===== src/hw/rtl/hsd_pkg.sv =====
// ----------------------------------------------------------------------------
// hsd_pkg
// Shared types and constants of the Huffman stream decoder.
// ----------------------------------------------------------------------------
package hsd_pkg;

    localparam int SYM_W            = 8;
    localparam int SYMBOL_COUNT_DEF = 256;
    localparam int LENGTH_BYTES_DEF = 8;
    localparam int MAX_RESULTS      = 8;
    localparam int BIT_IDX_W        = 3;
    localparam int RES_CNT_W        = 4;

    typedef enum logic [1:0] {
        PH_LEN  = 2'd0,
        PH_TREE = 2'd1,
        PH_BODY = 2'd2,
        PH_DONE = 2'd3
    } phase_t;

    typedef enum logic [8:0] {
        ST_IDLE  = 9'b000000001,
        ST_LOAD  = 9'b000000010,
        ST_DISP  = 9'b000000100,
        ST_TREE  = 9'b000001000,
        ST_LINK  = 9'b000010000,
        ST_WALK  = 9'b000100000,
        ST_EVAL  = 9'b001000000,
        ST_FIN   = 9'b010000000,
        ST_DRAIN = 9'b100000000
    } state_t;

    typedef struct packed {
        logic load;
        logic clear;
        logic len_store;
        logic tree_step;
        logic link_step;
        logic set_body;
        logic walk_issue;
        logic eval_step;
        logic push_err;
        logic next_bit;
        logic drain_adv;
    } cmd_t;

    typedef struct packed {
        logic sof;
        logic hdr_last;
        logic tree_err;
        logic tree_link;
        logic tree_end;
        logic len_met;
        logic leaf;
        logic file_done;
        logic last_bit;
        logic res_any;
        logic drain_last;
    } sts_t;

endpackage


===== src/hw/rtl/hsd_ctrl.sv =====
// ----------------------------------------------------------------------------
// hsd_ctrl
// Sequencer: byte intake, per-bit tree build and tree walk, result drain.
// ----------------------------------------------------------------------------
module hsd_ctrl (
    input  logic          aclk,
    input  logic          aresetn,
    input  logic          s_tvalid,
    output logic          s_tready,
    output logic          m_tvalid,
    input  logic          m_tready,
    input  hsd_pkg::sts_t sts,
    output hsd_pkg::cmd_t cmd
);

    hsd_pkg::state_t state_reg, state_next;
    hsd_pkg::phase_t phase_reg, phase_next;

    always_comb begin
        hsd_pkg::phase_t ph_after;
        logic            adv;
        cmd        = '0;
        state_next = state_reg;
        phase_next = phase_reg;
        ph_after   = phase_reg;
        adv        = 1'b0;
        case (state_reg)
            hsd_pkg::ST_IDLE: begin
                if (s_tvalid) begin
                    cmd.load   = 1'b1;
                    state_next = hsd_pkg::ST_LOAD;
                end
            end
            hsd_pkg::ST_LOAD: begin
                if (sts.sof) begin
                    cmd.clear  = 1'b1;
                    phase_next = hsd_pkg::PH_LEN;
                end
                state_next = hsd_pkg::ST_DISP;
            end
            hsd_pkg::ST_DISP: begin
                case (phase_reg)
                    hsd_pkg::PH_LEN: begin
                        cmd.len_store = 1'b1;
                        if (sts.hdr_last) begin
                            phase_next = hsd_pkg::PH_TREE;
                        end
                        state_next = hsd_pkg::ST_IDLE;
                    end
                    hsd_pkg::PH_TREE: state_next = hsd_pkg::ST_TREE;
                    hsd_pkg::PH_BODY: state_next = hsd_pkg::ST_WALK;
                    default:          state_next = hsd_pkg::ST_IDLE;
                endcase
            end
            hsd_pkg::ST_TREE: begin
                cmd.tree_step = 1'b1;
                if (sts.tree_err) begin
                    cmd.push_err = 1'b1;
                    phase_next   = hsd_pkg::PH_DONE;
                    state_next   = hsd_pkg::ST_FIN;
                end else if (sts.tree_link) begin
                    state_next = hsd_pkg::ST_LINK;
                end else if (sts.tree_end) begin
                    cmd.set_body = 1'b1;
                    ph_after     = sts.len_met ? hsd_pkg::PH_DONE : hsd_pkg::PH_BODY;
                    adv          = 1'b1;
                end else begin
                    adv = 1'b1;
                end
            end
            hsd_pkg::ST_LINK: begin
                cmd.link_step = 1'b1;
                adv           = 1'b1;
            end
            hsd_pkg::ST_WALK: begin
                cmd.walk_issue = 1'b1;
                state_next     = hsd_pkg::ST_EVAL;
            end
            hsd_pkg::ST_EVAL: begin
                cmd.eval_step = 1'b1;
                if (sts.leaf && sts.file_done) begin
                    ph_after = hsd_pkg::PH_DONE;
                end
                adv = 1'b1;
            end
            hsd_pkg::ST_FIN: begin
                state_next = sts.res_any ? hsd_pkg::ST_DRAIN : hsd_pkg::ST_IDLE;
            end
            hsd_pkg::ST_DRAIN: begin
                if (m_tready) begin
                    cmd.drain_adv = 1'b1;
                    if (sts.drain_last) begin
                        state_next = hsd_pkg::ST_IDLE;
                    end
                end
            end
            default: state_next = hsd_pkg::ST_IDLE;
        endcase
        if (adv) begin
            phase_next = ph_after;
            if (sts.last_bit || ph_after == hsd_pkg::PH_DONE) begin
                state_next = hsd_pkg::ST_FIN;
            end else begin
                cmd.next_bit = 1'b1;
                state_next   = (ph_after == hsd_pkg::PH_TREE) ? hsd_pkg::ST_TREE
                                                              : hsd_pkg::ST_WALK;
            end
        end
    end

    always_ff @(posedge aclk) begin
        if (!aresetn) begin
            state_reg <= hsd_pkg::ST_IDLE;
            phase_reg <= hsd_pkg::PH_LEN;
        end else begin
            state_reg <= state_next;
            phase_reg <= phase_next;
        end
    end

    assign s_tready = (state_reg == hsd_pkg::ST_IDLE);
    assign m_tvalid = (state_reg == hsd_pkg::ST_DRAIN);

endmodule


===== config.mk =====
export PLATFORM = sky130hd
export DESIGN_NAME = hsd_ctrl
export DESIGN_NICKNAME = d
export VERILOG_FILES = /design/src/hw/rtl/hsd_pkg.sv /design/src/hw/rtl/hsd_ctrl.sv
export SDC_FILE = /design/constraint.sdc
export NUM_CORES = 1
export LEC_CHECK = 0
export BUFFER_PORTS_ARGS = -buffer_cell sky130_fd_sc_hd__buf_2
export CORE_ASPECT_RATIO = 0.9
export CORE_MARGIN = 3
export CORE_UTILIZATION = 40
export DETAILED_ROUTE_END_ITERATION = 8
export GPL_TIMING_DRIVEN = 0
export PLACE_DENSITY = 0.62
export SYNTH_ARGS = -nofsm -noshare
export SYNTH_HDL_FRONTEND = slang
export SYNTH_SLANG_ARGS = --single-unit
export TNS_END_PERCENT = 1

===== constraint.sdc =====
create_clock -name aclk -period 2.3 [get_ports aclk]
set_input_delay 0.115 -clock aclk [delete_from_list [all_inputs] [get_ports aclk]]
set_output_delay 0.115 -clock aclk [all_outputs]
set_load 0.01 [all_outputs]

==> results of run 1 <==
## power groups by stage
stage / combinational (mW) / clock (mW) / sequential, mW
floorplan: 0.126 / 0 / 0.211
global placement: 0.173 / 0 / 0.213
detailed placement: 0.176 / 0 / 0.213
CTS: 0.195 / 0.149 / 0.209
global route: 0.230 / 0.156 / 0.211
finish: 0.212 / 0.146 / 0.210
## cell type report
class / instances / area [µm²]
clock buffers: 4 / 26.3
plain buffers: 7 / 37.5
repair buffers: 36 / 203
well taps: 27 / 33.8
multi-input cells: 99 / 728
fillers: 220 / 952
inverters: 5 / 18.8
flip-flops and latches: 11 / 223
## cell usage after synthesis, drive strengths merged (3+ instances only)
library cell / count
nor4: 6
o21ai: 5
nor2: 8
or4b: 3
and2: 6
xor2: 3
a21oi: 7
nand4: 3
or3: 3
dfxtp: 11
ha: 3
nand2b: 4
nor3: 9
buf: 5
a211oi: 4
or4: 4
nand2: 7
inv: 5
clkbuf: 3
## worst paths after layout
check,startpoint,depth (start not counted),slack (ns),endpoint
setup / recovery,state_reg[0],6,-0.19,cmd[1]
hold / removal,aresetn,2,0.11,state_reg[0]
setup reg to reg,state_reg[0],8,-0.01,phase_reg[0]
hold reg to reg,phase_reg[1],2,0.59,phase_reg[1]
## logic make-up after synthesis
| family | count (synthesis) |
|---|---|
| flip-flops | 11 |
| AND/OR/NAND/NOR | 64 |
| XOR/XNOR | 4 |
| adder cells (fa/ha/maj) | 3 |
| buffers and inverters | 13 |
| AO/OA/AOI/OAI | 28 |
## what timing repair did
action,in CTS,in global routing
pin swaps,6,4
setup endpoints to repair,4,9
gates resized for setup,7,9
setup buffers,6,3
cloned,0,0
## worst reg2reg max path, stage by stage, from the launching register on
cell and delay [ns]:
dfxtp_2 0.33, buf_6 0.11, or4b_4 0.57, or4b_4 0.53, buf_4 0.16, buf_4 0.13
a21oi_1 0.12, nand3_1 0.08, a21o_1 0.18
## metrics by stage
step / area [µm²] / std cells / setup WS (ns)
5_1_grt: 1270 / 189 / -0.247
3_5_place_dp: 1120 / 177 / 0.00659
2_1_floorplan: 947 / 123 / 0.139
3_3_place_gp: 1120 / 177 / 0.0372
4_1_cts: 1220 / 187 / -0.200
6_report: 1270 / 189 / -0.186
## routing by layer
layer,global-route usage,vias to the layer above
met5,0,-
met1,0.244,509
met4,0.0347,0
met3,0.0496,2
met2,0.344,30
li1,-,549
==> flow_summary.toml, run 1 <==
[synth]
synth_ff_type = "dfxtp_1"
synthXorXnorAreaFrac = 0.0370
yosys.area_share.adder = 0.0396
synth_seq_area_share = 0.232
netlist_area_um2 = 947
synth_top_area_share = 0.232
synth_top_family_by_area = "simple AND/OR/NAND/NOR gates"
synth_cell_types = 45
synth_area_leaders = "dfxtp_1, nor3_1, and2_1"
synth-async-reset-ratio = 0
synth-edff-count = 0
synth-seq-cells = 11
syn_inst = 123
yosysWarnings = 0
syn-num-nets = 141
muxShareOfSynthArea = 0
synth-simple-area-share = 0.420
synth_compound_area_frac = 0.207
yosysTopAreaCell = "dfxtp_1"
syn_avg_cell_area_um2 = 7.70

[drt]
wl_um = 2890
detail_route.wl_per_cell_um = 15.3
routed-wl-met3_um = 160
wl_met2_um = 1410
routed-via-count = 1090
ant_nets = 0
dr.max_layer_used = "met4"
wl_met1_um = 1310
drt_iter0_drc = 43
post_drt_via_cell_ratio = 5.77
drc_errors = 0
dr.pass1.iters = 4

[final_layout]
drive_above_1_share = 0.395
nNetsFinal = 181
final_cell_mix = "buf_2, dfxtp_1, buf_4, nor3_1, nor2_1"
largest_reg_flops = 9
layout_commonest_cell = "buf_2"
n_antenna_cell = 0
fin_util = 0.572
area_delta_synth_final_pct = 34.1

[sta]
finalMaxSlewViolations = 0
hold_ws_ns = 0.110
min_period_over_period = 1.08
slew_headroom = 0.620
fmax_ghz = 0.402
rsz0062_at_grt = "true"
setup_viol = 4
fin_ws_ns = -0.186
tns_ns = -0.241
worst_slew_pin_slew_ns = 0.565
timing.final.hold_violations = 0
min_period_ns = 2.49
skew_ns = 0.00192

[cts]
htreeDepth = 1
clockBufferDepth = 2
root_buffer = "clkbuf_4"
insertion_delay_ns = 0.28
clk_pin_slew_ns = 0.08
cts-buffers-inserted = 3
postCtsHoldBufs = 0
cts_tree = "done"
cts_sinks = 11

[die]
num_rows = 16
die_height_um = 52.2
die_x_um = 57.3
boundaryPins = 28
coreArea_um2 = 2220
dieArea_um2 = 2990
start_util = 0.426

[critical_path]
arrival_ns = 2.37
cp_num_buf_inv = 2
critPathKind = "flop to output port"
path_delay_family = "simple AND/OR/NAND/NOR gates"
cp_cell_sequence = "buf_6, or4b_4, or4b_4, a211oi_4, o211a_1, buf_2"
slowest_stage = "or4b_4"
worstSetupEndpointType = "output port"
required_ns = 2.18
path_max_fanout = 4
critPathMostFrequentCell = "or4b_4"
slowest_delay_ns = 0.57
start_kind = "flop"

[placed_design]
port_buffers = 27
gp_congestion = 0.825
dp_hpwl_um = 2010

[grt]
overflow = 0
grt_pass1_vias = 1003
grt_pass1_wl_um = 4550
globalRouteTotalUtil = 0.196
antenna_found_initial = 0
grt_max_degree = 11

[power_and_ir_drop]
total_power_mw = 0.568
sw_frac_of_total = 0.345
clkPwrFrac = 0.257
p_switching_mw = 0.196
p_comb_frac = 0.374
ir_drop_v = 0.000316
p_per_area_nw_per_um2 = 447
power.internal_mw = 0.372
p_leak_nw = 0.567
seq_power_share = 0.370

[worst_hold_path]
hp-class = "input pin to flop"

[job]
drv_cap = 0

[status]
violations = "setup timing"
outcome = "complete, but fails checks"
No activity file was read; power rests on OpenSTA's default activity.
==> run 2: changes to the inputs <==
--- a/config.mk
+++ b/config.mk
@@ -11,7 +11,7 @@
 export CORE_UTILIZATION = 40
 export DETAILED_ROUTE_END_ITERATION = 8
 export GPL_TIMING_DRIVEN = 0
-export PLACE_DENSITY = 0.62
+export SETUP_SLACK_MARGIN = 0.3
 export SYNTH_ARGS = -nofsm -noshare
 export SYNTH_HDL_FRONTEND = slang
 export SYNTH_SLANG_ARGS = --single-unit
==> flow_summary.toml, run 2 (synthesis gave the netlist of run 1 again) <==
[sta]
skew_ns = 0.00286
finalMaxSlewViolations = 0
rsz0062_at_grt = "true"
setup_viol = 4
worst_slew_pin_slew_ns = 0.570
min_period_over_period = 1.09
fin_ws_ns = -0.204
timing.final.hold_violations = 0
hold_ws_ns = 0.127
min_period_ns = 2.50
fmax_ghz = 0.399
slew_headroom = 0.617

[cts]
postCtsHoldBufs = 0
cts_tree = "done"
clk_pin_slew_ns = 0.08
cts-buffers-inserted = 3
root_buffer = "clkbuf_4"
cts_sinks = 11
clockBufferDepth = 2
htreeDepth = 1
insertion_delay_ns = 0.28

[critical_path]
path_max_fanout = 10
critPathKind = "flop to output port"
ff2ff_setup_slack_ns = -0.15
r2r_cells = 10
r2r_end = "state_reg[5]"
required_ns = 2.18
start_kind = "flop"
arrival_ns = 2.39
worstSetupEndpointType = "output port"
r2r_start = "state_reg[0]"

[die]
dieArea_um2 = 2990
num_rows = 16
start_util = 0.426
coreArea_um2 = 2220
boundaryPins = 28
die_height_um = 52.2
die_x_um = 57.3

[placed_design]
placed_area_um2 = 1120
port_buffers = 27
dp_hpwl_um = 2040
placed_cells = 177
gp_congestion = 0.816

[grt]
antenna_found_initial = 0
globalRouteTotalUtil = 0.211
grt_pass1_wl_um = 4920
grt_pass1_vias = 1064
grt_max_degree = 11
overflow = 0

[status]
violations = "setup timing"
outcome = "complete, but fails checks"

[drt]
post_drt_via_cell_ratio = 5.94
wl_um = 3150
routed-via-count = 1141
ant_nets = 0
drt_iter0_drc = 46
dr.pass1.iters = 4
detail_route.wl_per_cell_um = 16.4
drc_errors = 0

[final_layout]
largest_reg_flops = 9
n_fill_cell = 204
n_antenna_cell = 0
stdcell_count = 192
multiInputGateArea_um2 = 757
layout_commonest_cell = "buf_2"
final_cell_mix = "buf_2, buf_4, nor3_1, nor2_1"
drive_above_1_share = 0.430
fin_area_um2 = 1340
register_area_um2 = 226
area_delta_synth_final_pct = 41.3
fin_util = 0.602
nNetsFinal = 184

[worst_hold_path]
hp-class = "input pin to flop"
hp-start = "sts[1]"
whs_endpoint = "state_reg[8]"
min_path_cells = 3

[power_and_ir_drop]
p_per_area_nw_per_um2 = 425
power.internal_mw = 0.365
total_power_mw = 0.569
p_leak_nw = 0.595
p_switching_mw = 0.205
seq_power_share = 0.368
p_comb_frac = 0.369
sw_frac_of_total = 0.360
ir_drop_v = 0.000423
clkPwrFrac = 0.263

[job]
drv_cap = 0
-- run 2: changes by cell type in the layout (fill, tap and decap cells not counted), moves of 3 or more --
cell	before	now
nor4_2	5	0
buf_4	9	13
dfxtp_1	9	6
dfxtp_2	2	5
nor4_4	0	3
-- run 2: stage by stage --
stage               setup TNS, ns  setup WS [ns]
detailed placement              0         0.0195
global route                -1.10         -0.244
floorplan                       0          0.160
global placement                0         0.0163
CTS                        -0.353         -0.169
finish                     -0.621         -0.204
-- run 2: per-layer routing --
layer / track usage / up-vias / routed length, µm
met1: 0.262 / 536 / 1380
met2: 0.373 / 46 / 1520
li1: - / 551 / -
met5: 0 / - / 0
met3: 0.0447 / 8 / 197
met4: 0.0502 / 0 / 55
-- run 2: area by class of cell --
type / instances / area share
Clock buffer: 4 / 0.0196
Sequential cell: 11 / 0.169
Buffer: 8 / 0.0421
Tap cell: 27 / 0.0252
Timing Repair Buffer: 38 / 0.163
Multi-Input combinational cell: 99 / 0.565
Inverter: 5 / 0.0159
-- run 2: worst max path at each step --
stage                     slack (ns)          from  cells after the start            to
final                          -0.20  state_reg[0]                      6        cmd[1]
after floorplan                 0.16  state_reg[0]                      6  state_reg[7]
after global placement          0.02  state_reg[2]                      6        cmd[1]
after global routing           -0.24  state_reg[5]                     10  state_reg[5]
after CTS                      -0.17  state_reg[0]                      6        cmd[1]
after detailed placement        0.02  state_reg[2]                      6        cmd[1]
-- run 2: what timing repair did --
item | 4_1_cts | 5_1_grt
pin swaps | 8 | 5
buffers inserted | 10 | 1
gates resized for setup | 18 | 7
endpoints found under the setup margin | 18 | 22
-- run 2: critical path: stages (launching register included) --
cell and delay, ns:
dfxtp_2 0.33, buf_6 0.13, or4b_4 0.49, or4b_4 0.52
a211oi_4 0.29, o211a_1 0.21, buf_2 0.14
-- run 2: power groups by stage --
stage	clock [mW]	combinational, mW	sequential [mW]
after floorplan	0	0.128	0.211
after global placement	0	0.177	0.212
after detailed placement	0	0.178	0.213
after CTS	0.149	0.202	0.209
after global routing	0.160	0.226	0.211
final	0.150	0.210	0.210
